### config.mk
export PLATFORM = sky130hd
export DESIGN_NAME = hsv_to_rgb_color
export DESIGN_NICKNAME = d
export VERILOG_FILES = /design/src/rtl/hsv2rgb_pkg.sv /design/src/rtl/hsv2rgb_prep.sv /design/src/rtl/hsv2rgb_terms.sv /design/src/rtl/hsv2rgb_pack.sv /design/src/rtl/hsv_to_rgb_color.sv
export SDC_FILE = /design/constraint.sdc
export NUM_CORES = 2
export LEC_CHECK = 0
export ABC_AREA = 1
export BUFFER_PORTS_ARGS = -buffer_cell sky130_fd_sc_hd__clkbuf_2
export CORE_MARGIN = 2
export CORE_UTILIZATION = 36
export CTS_CLUSTER_DIAMETER = 60
export DETAILED_ROUTE_END_ITERATION = 8
export PLACE_DENSITY_LB_ADDON = 0.2
export RECOVER_POWER = 50
export SYNTH_ARGS = -nofsm -noshare
export SYNTH_HDL_FRONTEND = slang
export SYNTH_SLANG_ARGS = --single-unit
### constraint.sdc
create_clock -name clock -period 20.2 [get_ports clock]
set_input_delay 2.02 -clock clock [delete_from_list [all_inputs] [get_ports clock]]
set_output_delay 2.02 -clock clock [all_outputs]
set_load 0.1 [all_outputs]
### src/rtl/hsv2rgb_pkg.sv
// ============================================================================
// hsv2rgb_pkg
// Shared constants for the HSV-plus-alpha to packed RGBA color converter.
// ============================================================================
`default_nettype none

package hsv2rgb_pkg;

   // Default number of fraction bits of the fixed-point inputs.
   localparam int FRAC_BITS_DEFAULT = 16;

   // Hue sector: integer part of hue times six, 0 to 5.
   localparam int SECTOR_W = 3;

   // One color channel byte and the packed result word.
   localparam int CHAN_W = 8;
   localparam int RSP_W  = 4 * CHAN_W;

   // Sector codes, named by the pair of primaries the sector runs between.
   localparam logic [SECTOR_W-1:0] SECTOR_RED_YELLOW   = 3'd0;
   localparam logic [SECTOR_W-1:0] SECTOR_YELLOW_GREEN = 3'd1;
   localparam logic [SECTOR_W-1:0] SECTOR_GREEN_CYAN   = 3'd2;
   localparam logic [SECTOR_W-1:0] SECTOR_CYAN_BLUE    = 3'd3;
   localparam logic [SECTOR_W-1:0] SECTOR_BLUE_MAGENTA = 3'd4;
   localparam logic [SECTOR_W-1:0] SECTOR_MAGENTA_RED  = 3'd5;

endpackage

`default_nettype wire

### src/rtl/hsv2rgb_prep.sv
// ============================================================================
// hsv2rgb_prep
// First pipeline stage: clamps the unit inputs to 1.0 and splits hue times
// six into a sector and a fraction.
// ============================================================================
`default_nettype none

module hsv2rgb_prep
   import hsv2rgb_pkg::*;
#(
   parameter int FRAC_BITS = FRAC_BITS_DEFAULT
) (
   input  wire logic                  clock,
   input  wire logic                  reset,
   input  wire logic                  in_valid,
   output      logic                  in_ready,
   input  wire logic [FRAC_BITS-1:0]  in_hue,
   input  wire logic [FRAC_BITS:0]    in_sat,
   input  wire logic [FRAC_BITS:0]    in_val,
   input  wire logic [FRAC_BITS:0]    in_alpha,
   output      logic                  out_valid,
   input  wire logic                  out_ready,
   output      logic [SECTOR_W-1:0]   out_sector,
   output      logic [FRAC_BITS-1:0]  out_frac,
   output      logic [FRAC_BITS:0]    out_sat,
   output      logic [FRAC_BITS:0]    out_val,
   output      logic [FRAC_BITS:0]    out_alpha
);

   localparam int          H6_W = FRAC_BITS + SECTOR_W;
   localparam logic [FRAC_BITS:0] ONE = {1'b1, {FRAC_BITS{1'b0}}};

   logic                 valid_ff;
   logic [SECTOR_W-1:0]  sector_ff;
   logic [FRAC_BITS-1:0] frac_ff;
   logic [FRAC_BITS:0]   sat_ff, val_ff, alpha_ff;
   logic [FRAC_BITS:0]   sat_in, val_in, alpha_in;
   logic [H6_W-1:0]      hue6_in;

   // Values above 1.0 saturate to 1.0.
   assign sat_in   = (in_sat   > ONE) ? ONE : in_sat;
   assign val_in   = (in_val   > ONE) ? ONE : in_val;
   assign alpha_in = (in_alpha > ONE) ? ONE : in_alpha;

   // Hue times six as four times plus two times.
   assign hue6_in = (H6_W'(in_hue) << 2) + (H6_W'(in_hue) << 1);

   // The stage takes a new request when empty or when its content moves on.
   assign in_ready = !valid_ff || out_ready;

   always_ff @(posedge clock) begin
      if (reset) begin
         valid_ff <= 1'b0;
      end else if (in_ready) begin
         valid_ff <= in_valid;
      end
   end

   always_ff @(posedge clock) begin
      if (in_valid && in_ready) begin
         sector_ff <= hue6_in[H6_W-1:FRAC_BITS];
         frac_ff   <= hue6_in[FRAC_BITS-1:0];
         sat_ff    <= sat_in;
         val_ff    <= val_in;
         alpha_ff  <= alpha_in;
      end
   end

   assign out_valid  = valid_ff;
   assign out_sector = sector_ff;
   assign out_frac   = frac_ff;
   assign out_sat    = sat_ff;
   assign out_val    = val_ff;
   assign out_alpha  = alpha_ff;

endmodule

`default_nettype wire

### src/rtl/hsv2rgb_terms.sv
// ============================================================================
// hsv2rgb_terms
// Two multiplier stages that form p = v(1-s), q = v(1-s*f) and
// t = v(1-s(1-f)) in fixed point, truncating after each product.
// ============================================================================
`default_nettype none

module hsv2rgb_terms
   import hsv2rgb_pkg::*;
#(
   parameter int FRAC_BITS = FRAC_BITS_DEFAULT
) (
   input  wire logic                  clock,
   input  wire logic                  reset,
   input  wire logic                  in_valid,
   output      logic                  in_ready,
   input  wire logic [SECTOR_W-1:0]   in_sector,
   input  wire logic [FRAC_BITS-1:0]  in_frac,
   input  wire logic [FRAC_BITS:0]    in_sat,
   input  wire logic [FRAC_BITS:0]    in_val,
   input  wire logic [FRAC_BITS:0]    in_alpha,
   output      logic                  out_valid,
   input  wire logic                  out_ready,
   output      logic [SECTOR_W-1:0]   out_sector,
   output      logic [FRAC_BITS:0]    out_val,
   output      logic [FRAC_BITS:0]    out_alpha,
   output      logic [FRAC_BITS:0]    out_p,
   output      logic [FRAC_BITS:0]    out_q,
   output      logic [FRAC_BITS:0]    out_t
);

   localparam int          PROD_W = 2 * FRAC_BITS + 2;
   localparam logic [FRAC_BITS:0] ONE = {1'b1, {FRAC_BITS{1'b0}}};

   // First multiplier stage registers.
   logic                 a_valid_ff;
   logic                 a_ready;
   logic [SECTOR_W-1:0]  a_sector_ff;
   logic [FRAC_BITS:0]   a_val_ff, a_alpha_ff, a_p_ff, a_sf_ff, a_sfc_ff;

   // Second multiplier stage registers.
   logic                 b_valid_ff;
   logic [SECTOR_W-1:0]  b_sector_ff;
   logic [FRAC_BITS:0]   b_val_ff, b_alpha_ff, b_p_ff, b_q_ff, b_t_ff;

   logic [FRAC_BITS:0]   frac_comp_in;
   logic [PROD_W-1:0]    sf_prod_in, sfc_prod_in, p_prod_in;
   logic [PROD_W-1:0]    q_prod_in, t_prod_in;

   // Stage A: s*f, s*(1-f) and v*(1-s).
   assign frac_comp_in = ONE - (FRAC_BITS+1)'(in_frac);
   assign sf_prod_in   = PROD_W'(in_sat) * PROD_W'(in_frac);
   assign sfc_prod_in  = PROD_W'(in_sat) * PROD_W'(frac_comp_in);
   assign p_prod_in    = PROD_W'(in_val) * PROD_W'(ONE - in_sat);

   assign a_ready  = !b_valid_ff || out_ready;
   assign in_ready = !a_valid_ff || a_ready;

   always_ff @(posedge clock) begin
      if (reset) begin
         a_valid_ff <= 1'b0;
      end else if (in_ready) begin
         a_valid_ff <= in_valid;
      end
   end

   always_ff @(posedge clock) begin
      if (in_valid && in_ready) begin
         a_sector_ff <= in_sector;
         a_val_ff    <= in_val;
         a_alpha_ff  <= in_alpha;
         a_p_ff      <= p_prod_in[2*FRAC_BITS:FRAC_BITS];
         a_sf_ff     <= sf_prod_in[2*FRAC_BITS:FRAC_BITS];
         a_sfc_ff    <= sfc_prod_in[2*FRAC_BITS:FRAC_BITS];
      end
   end

   // Stage B: v*(1-s*f) and v*(1-s*(1-f)).
   assign q_prod_in = PROD_W'(a_val_ff) * PROD_W'(ONE - a_sf_ff);
   assign t_prod_in = PROD_W'(a_val_ff) * PROD_W'(ONE - a_sfc_ff);

   always_ff @(posedge clock) begin
      if (reset) begin
         b_valid_ff <= 1'b0;
      end else if (a_ready) begin
         b_valid_ff <= a_valid_ff;
      end
   end

   always_ff @(posedge clock) begin
      if (a_valid_ff && a_ready) begin
         b_sector_ff <= a_sector_ff;
         b_val_ff    <= a_val_ff;
         b_alpha_ff  <= a_alpha_ff;
         b_p_ff      <= a_p_ff;
         b_q_ff      <= q_prod_in[2*FRAC_BITS:FRAC_BITS];
         b_t_ff      <= t_prod_in[2*FRAC_BITS:FRAC_BITS];
      end
   end

   assign out_valid  = b_valid_ff;
   assign out_sector = b_sector_ff;
   assign out_val    = b_val_ff;
   assign out_alpha  = b_alpha_ff;
   assign out_p      = b_p_ff;
   assign out_q      = b_q_ff;
   assign out_t      = b_t_ff;

endmodule

`default_nettype wire

### src/rtl/hsv2rgb_pack.sv
// ============================================================================
// hsv2rgb_pack
// Last stage: orders the channels by sector, scales each to a byte and
// holds the packed color in the output register.
// ============================================================================
`default_nettype none

module hsv2rgb_pack
   import hsv2rgb_pkg::*;
#(
   parameter int FRAC_BITS = FRAC_BITS_DEFAULT
) (
   input  wire logic                  clock,
   input  wire logic                  reset,
   input  wire logic                  in_valid,
   output      logic                  in_ready,
   input  wire logic [SECTOR_W-1:0]   in_sector,
   input  wire logic [FRAC_BITS:0]    in_val,
   input  wire logic [FRAC_BITS:0]    in_alpha,
   input  wire logic [FRAC_BITS:0]    in_p,
   input  wire logic [FRAC_BITS:0]    in_q,
   input  wire logic [FRAC_BITS:0]    in_t,
   output      logic                  out_valid,
   input  wire logic                  out_ready,
   output      logic [RSP_W-1:0]      out_color
);

   logic                 valid_ff;
   logic [RSP_W-1:0]     color_ff;
   logic [FRAC_BITS:0]   red_in, green_in, blue_in;
   logic [RSP_W-1:0]     color_in;

   // Scales a unit value to a byte: floor(x * 255 / 1.0), with x * 255 as
   // x * 256 - x.
   function automatic logic [CHAN_W-1:0] to_byte(input logic [FRAC_BITS:0] x);
      logic [FRAC_BITS+CHAN_W:0] scaled;
      scaled = {x, {CHAN_W{1'b0}}} - {{CHAN_W{1'b0}}, x};
      return scaled[FRAC_BITS+CHAN_W-1:FRAC_BITS];
   endfunction

   // Channel order per sector. Zero saturation needs no branch: p, q and t
   // all equal v then.
   always_comb begin
      case (in_sector)
         SECTOR_RED_YELLOW: begin
            red_in = in_val; green_in = in_t;   blue_in = in_p;
         end
         SECTOR_YELLOW_GREEN: begin
            red_in = in_q;   green_in = in_val; blue_in = in_p;
         end
         SECTOR_GREEN_CYAN: begin
            red_in = in_p;   green_in = in_val; blue_in = in_t;
         end
         SECTOR_CYAN_BLUE: begin
            red_in = in_p;   green_in = in_q;   blue_in = in_val;
         end
         SECTOR_BLUE_MAGENTA: begin
            red_in = in_t;   green_in = in_p;   blue_in = in_val;
         end
         default: begin
            red_in = in_val; green_in = in_p;   blue_in = in_q;
         end
      endcase
   end

   assign color_in = {to_byte(in_alpha), to_byte(blue_in),
                      to_byte(green_in), to_byte(red_in)};

   // Output register; it loads whenever it is empty or being read out.
   assign in_ready = !valid_ff || out_ready;

   always_ff @(posedge clock) begin
      if (reset) begin
         valid_ff <= 1'b0;
      end else if (in_ready) begin
         valid_ff <= in_valid;
      end
   end

   always_ff @(posedge clock) begin
      if (in_valid && in_ready) begin
         color_ff <= color_in;
      end
   end

   assign out_valid = valid_ff;
   assign out_color = color_ff;

endmodule

`default_nettype wire

### src/rtl/hsv_to_rgb_color.sv
// ============================================================================
// hsv_to_rgb_color
// HSV-plus-alpha to packed 32-bit RGBA color converter, streaming top level.
// ============================================================================
// Each request carries a hue (a fraction of a turn) and saturation,
// brightness and opacity in unsigned fixed point with FRAC_BITS fraction
// bits, where 2^FRAC_BITS means 1.0 and larger values are taken as 1.0.
// The response is one 32-bit word with red in bits 7:0, green 15:8, blue
// 23:16 and alpha 31:24, each channel floor(x * 255). The block takes one
// request per clock while the response side is ready. A request passes
// through a clamp and sector stage, two multiplier stages for the p, q
// and t terms, and the output register. Each stage moves on by itself, so
// bubbles are filled and a request is taken while a response still waits.
// The block holds no state between requests.
// ============================================================================
`default_nettype none

module hsv_to_rgb_color
   import hsv2rgb_pkg::*;
#(
   parameter int FRAC_BITS = FRAC_BITS_DEFAULT,
   localparam int REQ_FIELDS_W = 4 * FRAC_BITS + 3,
   localparam int REQ_W = ((REQ_FIELDS_W + 7) / 8) * 8
) (
   input  wire logic              clock,
   input  wire logic              reset,
   input  wire logic              req_tvalid,
   output      logic              req_tready,
   // Fields from bit 0 up: hue, saturation, brightness, opacity, zero fill.
   input  wire logic [REQ_W-1:0]  req_tdata,
   output      logic              rsp_tvalid,
   input  wire logic              rsp_tready,
   // Fields from bit 0 up: color.
   output      logic [RSP_W-1:0]  rsp_tdata
);

   logic [FRAC_BITS-1:0] hue;
   logic [FRAC_BITS:0]   saturation, brightness, opacity;

   logic                 prep_valid, prep_ready;
   logic [SECTOR_W-1:0]  prep_sector;
   logic [FRAC_BITS-1:0] prep_frac;
   logic [FRAC_BITS:0]   prep_sat, prep_val, prep_alpha;

   logic                 terms_valid, terms_ready;
   logic [SECTOR_W-1:0]  terms_sector;
   logic [FRAC_BITS:0]   terms_val, terms_alpha, terms_p, terms_q, terms_t;

   // Request field unpacking.
   assign hue        = req_tdata[FRAC_BITS-1:0];
   assign saturation = req_tdata[2*FRAC_BITS:FRAC_BITS];
   assign brightness = req_tdata[3*FRAC_BITS+1:2*FRAC_BITS+1];
   assign opacity    = req_tdata[4*FRAC_BITS+2:3*FRAC_BITS+2];

   hsv2rgb_prep #(
      .FRAC_BITS (FRAC_BITS)
   ) u_prep (
      .clock      (clock),
      .reset      (reset),
      .in_valid   (req_tvalid),
      .in_ready   (req_tready),
      .in_hue     (hue),
      .in_sat     (saturation),
      .in_val     (brightness),
      .in_alpha   (opacity),
      .out_valid  (prep_valid),
      .out_ready  (prep_ready),
      .out_sector (prep_sector),
      .out_frac   (prep_frac),
      .out_sat    (prep_sat),
      .out_val    (prep_val),
      .out_alpha  (prep_alpha)
   );

   hsv2rgb_terms #(
      .FRAC_BITS (FRAC_BITS)
   ) u_terms (
      .clock      (clock),
      .reset      (reset),
      .in_valid   (prep_valid),
      .in_ready   (prep_ready),
      .in_sector  (prep_sector),
      .in_frac    (prep_frac),
      .in_sat     (prep_sat),
      .in_val     (prep_val),
      .in_alpha   (prep_alpha),
      .out_valid  (terms_valid),
      .out_ready  (terms_ready),
      .out_sector (terms_sector),
      .out_val    (terms_val),
      .out_alpha  (terms_alpha),
      .out_p      (terms_p),
      .out_q      (terms_q),
      .out_t      (terms_t)
   );

   hsv2rgb_pack #(
      .FRAC_BITS (FRAC_BITS)
   ) u_pack (
      .clock      (clock),
      .reset      (reset),
      .in_valid   (terms_valid),
      .in_ready   (terms_ready),
      .in_sector  (terms_sector),
      .in_val     (terms_val),
      .in_alpha   (terms_alpha),
      .in_p       (terms_p),
      .in_q       (terms_q),
      .in_t       (terms_t),
      .out_valid  (rsp_tvalid),
      .out_ready  (rsp_tready),
      .out_color  (rsp_tdata)
   );

   // An open response side leaves no stage blocked.
   a_ready_chain : assert property (@(posedge clock) disable iff (reset)
      rsp_tready |-> req_tready)
      else $error("request side stalled while response side is ready");

   // Reset empties the output register.
   a_reset_empty : assert property (@(posedge clock)
      reset |=> !rsp_tvalid)
      else $error("response valid right after reset");

   // With the response side held open, an accepted request comes out as a response.
   a_latency : assert property (@(posedge clock) disable iff (reset)
      (req_tvalid && req_tready) ##1 rsp_tready ##1 rsp_tready ##1 rsp_tready
      |=> rsp_tvalid)
      else $error("request lost in the pipeline");

endmodule

`default_nettype wire

==> flow_summary.toml <==
[sta]
worst_pin_slew_ns = 4.025
rsz0062_at_grt = "false"
drv_slew = 586
fin_skew_ns = 0.03077
relSlewSlack_pct = -168.3
clock.fmax_mhz = 106.6
min_period_over_period_pct = 46.43
tns_ns = 0
min_period_ns = 9.378
setup_violations = 0
hold_viol = 0

[route]
viasPerCell = 4.912
firstDrtPassIters = 8
ant_nets = 0
avgRoutedWirePerCell_um = 18.84
drt_wl_total_um = 197400
first_iter_violations = 3616
drc = 0
dr_total_vias = 51472

[worst_setup_path]
r2r_cells = 19
slowest_delay_ns = 1.76
start_kind = "register"
cp_top_family = "buffers and inverters"
cp_max_fo = 28
arrival_ns = 9.72
cpMostUsedCell = "fa_1"
setup.worst_path.class = "register to register"
r2r_slack_ns = 10.82
worstPathCellList = "clkbuf_1, clkinv_1, nor2_1, fa_1, inv_1, fa_1, fa_1, fa_1, inv_1, fa_1, inv_1, fa_1, inv_1, ha_1, nand2_1, nor3_1, nand3_1, nand2_1, xor2_1"
end_kind = "register"
r2r-end = "u_terms.out_q[7]"
critPathRequiredTime_ns = 20.55
slowest_stage = "clkbuf_1"
crit_buf_inv = 6
reg2reg_from = "u_terms.a_val_ff[12]"

[logic_synthesis]
syn_inst = 8082
synthDistinctLibCells = 57
ys_seq_area_share_pct = 12.89
synth_compound_area_share_pct = 4.482
synth_edf_count = 277
syn-num-nets = 9915
synth_seq_cells = 281
synth_xor_xnor_area_share_pct = 1.680
synthMuxAreaShare_pct = 0
synth-simple-area-share_pct = 18.76
synthFlopType = "edfxtp_1"
netlist_area_sq_mm = 0.06516
synth_warnings = 0
ys_async_sr_fraction_pct = 0
synthAdderAreaFrac_pct = 48.54
syn_avg_cell_area_sq_um = 8.062
synth_top_family_by_area = "adder cells"

[grt]
grt_antenna_before_repair = 1
grt_pass1_vias = 53861
grt_use_total_pct = 21.88
grt-ovfl-total = 0
grt_max_degree = 71
grt_pass1_wl_um = 312100

[cts]
clock_path_buffers = 3
clk_latency_ns = 0.64
cts_max_level = 2
cts_sinks = 281
hold_buffers = 0
cts-root-buf = "clkbuf_16"
postCtsSetupRepairBufs = 0
cts.reportedPaths.clkPinSlew_ns = 0.06
cts_tree = "built"
cts_buffers = 41
ctsResizeCount = 0

[die]
rows = 156
die_h_um = 429.4
die_x_um = 429.4
initial_core_util_pct = 36.13
core-area_sq_mm = 0.1804
die_area_sq_mm = 0.1844
pin_count = 110

[status]
outcome = "finished, violations left"
violations = "capacitance limit, slew limit"

[finish]
area_delta_synth_final_pct = 6.767
num_antenna_cells = 0
final_nets = 9910
drive_gt1_share_pct = 3.280

[hold_path]
min_to = "u_terms.out_alpha[2]"
hold_start = "u_terms.a_alpha_ff[2]"
hold_depth = 0
min_path_type = "register to register"

[placed_design]
hpwl_um = 157300
place.port_buffers = 104
gp_congestion = 0.9156

[flow_run]
maxCapViolCount = 19
[worst reg2reg max path, delay by kind of cell, from the launching register on]
family / cells / cell delay (ns)
and+or+nand+nor: 5 / 1.59
xor gates and xnor gates: 1 / 0.48
adders and majority gates: 7 / 3.11
buffers and inverters: 6 / 3.57
DFF: 1 / 0.34
[state kept, by name (all words and copies together), names as in the netlist]
name and count:
u_pack.out_valid 1, u_terms.out_t 17, u_terms.out_val 17, u_prep.out_sat 17, u_terms.a_sector_ff 3, u_terms.out_alpha 17
u_terms.out_p 17, u_terms.a_alpha_ff 17, u_terms.out_q 17, u_pack.out_color 32, u_terms.a_valid_ff 1, u_prep.out_alpha 17
u_terms.out_sector 3, u_terms.a_val_ff 17, u_prep.out_frac 15, u_terms.out_valid 1, u_prep.out_valid 1, u_prep.out_sector 3
u_terms.a_sfc_ff 17, u_prep.out_val 17, u_terms.a_p_ff 17, u_terms.a_sf_ff 17
[routing by layer]
layer	track usage (%)	up-vias	wire length, um
met5	0	-	0
met4	5.697	0	5412
met3	3.516	252	14010
met2	35.10	1638	88930
met1	30.71	25774	89040
li1	-	23808	-
[synthesized netlist by cell type, types with 27 or more instances]
cell type	count	share of area, %
a21o_1	28	0.32
a21oi_1	227	1.7
clkbuf_1	185	1.1
clkinv_1	28	0.16
edfxtp_1	277	13
fa_1	1285	39
ha_1	472	9.1
inv_1	2083	12
nand2_1	1915	11
nand3_1	170	1.3
nand4_1	50	0.48
nor2_1	770	4.4
nor3_1	62	0.48
nor4_1	27	0.26
o21ai_0	119	0.91
xnor2_1	36	0.48
xor2_1	89	1.2
[cell families (layout without fill, tap and decap cells)]
kind of cell,count (synthesis),count (layout)
AO/OA/AOI/OAI,504,504
XOR/XNOR,125,125
adder cells (fa/ha/maj),1757,1757
buffers and inverters,2350,2377
flip-flops,281,281
AND/OR/NAND/NOR,3065,3065
[per-stage QoR]
step	instances	hold slack (ns)	setup WS (ns)	utilization, %	cell area [sq um]
6_report	10479	0.4166	10.82	38.57	69570
5_1_grt	10479	0.4212	10.71	38.57	69570
3_3_place_gp	10404	0.4001	11.73	37.88	68310
4_1_cts	10479	0.4080	11.70	38.65	69710
3_5_place_dp	10404	0.4045	11.76	37.88	68310
2_1_floorplan	8082	0.4003	13.30	-	65160
[cells in the final DEF, fill, tap and decap left out, drive strengths merged, types with 31 or more instances in the layout]
cell type and count:
a21oi 228, buf 44, clkbuf 182, clkinv 42, edfxtp 277, fa 1285, ha 472, inv 2102
nand2 1923, nand3 174, nand4 51, nor2 781, nor3 63, o21ai 133, or2 31, xnor2 36
xor2 89
[worst max path at each step]
stage	from	to	slack, ns	depth (start not counted)
finish	u_terms.a_val_ff[12]	u_terms.out_q[7]	10.82	19
floorplan	u_prep.out_sat[0]	u_terms.a_p_ff[13]	13.30	29
CTS	u_terms.a_sfc_ff[0]	u_terms.out_t[9]	11.70	31
global route	u_terms.a_val_ff[12]	u_terms.out_q[16]	10.71	21
detailed placement	u_terms.a_sf_ff[0]	u_terms.out_q[7]	11.76	29
global placement	u_terms.a_sfc_ff[0]	u_terms.out_t[9]	11.73	31
[final cells by class]
cell class | count | area, sq um
clock buffer | 46 | 1045
clock inverter | 29 | 359.1
fill | 18828 | 110800
inverter | 2122 | 7968
multi-input combinational | 5451 | 47870
sequential | 281 | 8398
tap | 2370 | 2965
timing repair buffer | 180 | 959.7
Power is left out: the tool's default activity adds up to more than one toggle a clock period on the data nets, which glitch-free logic cannot reach.
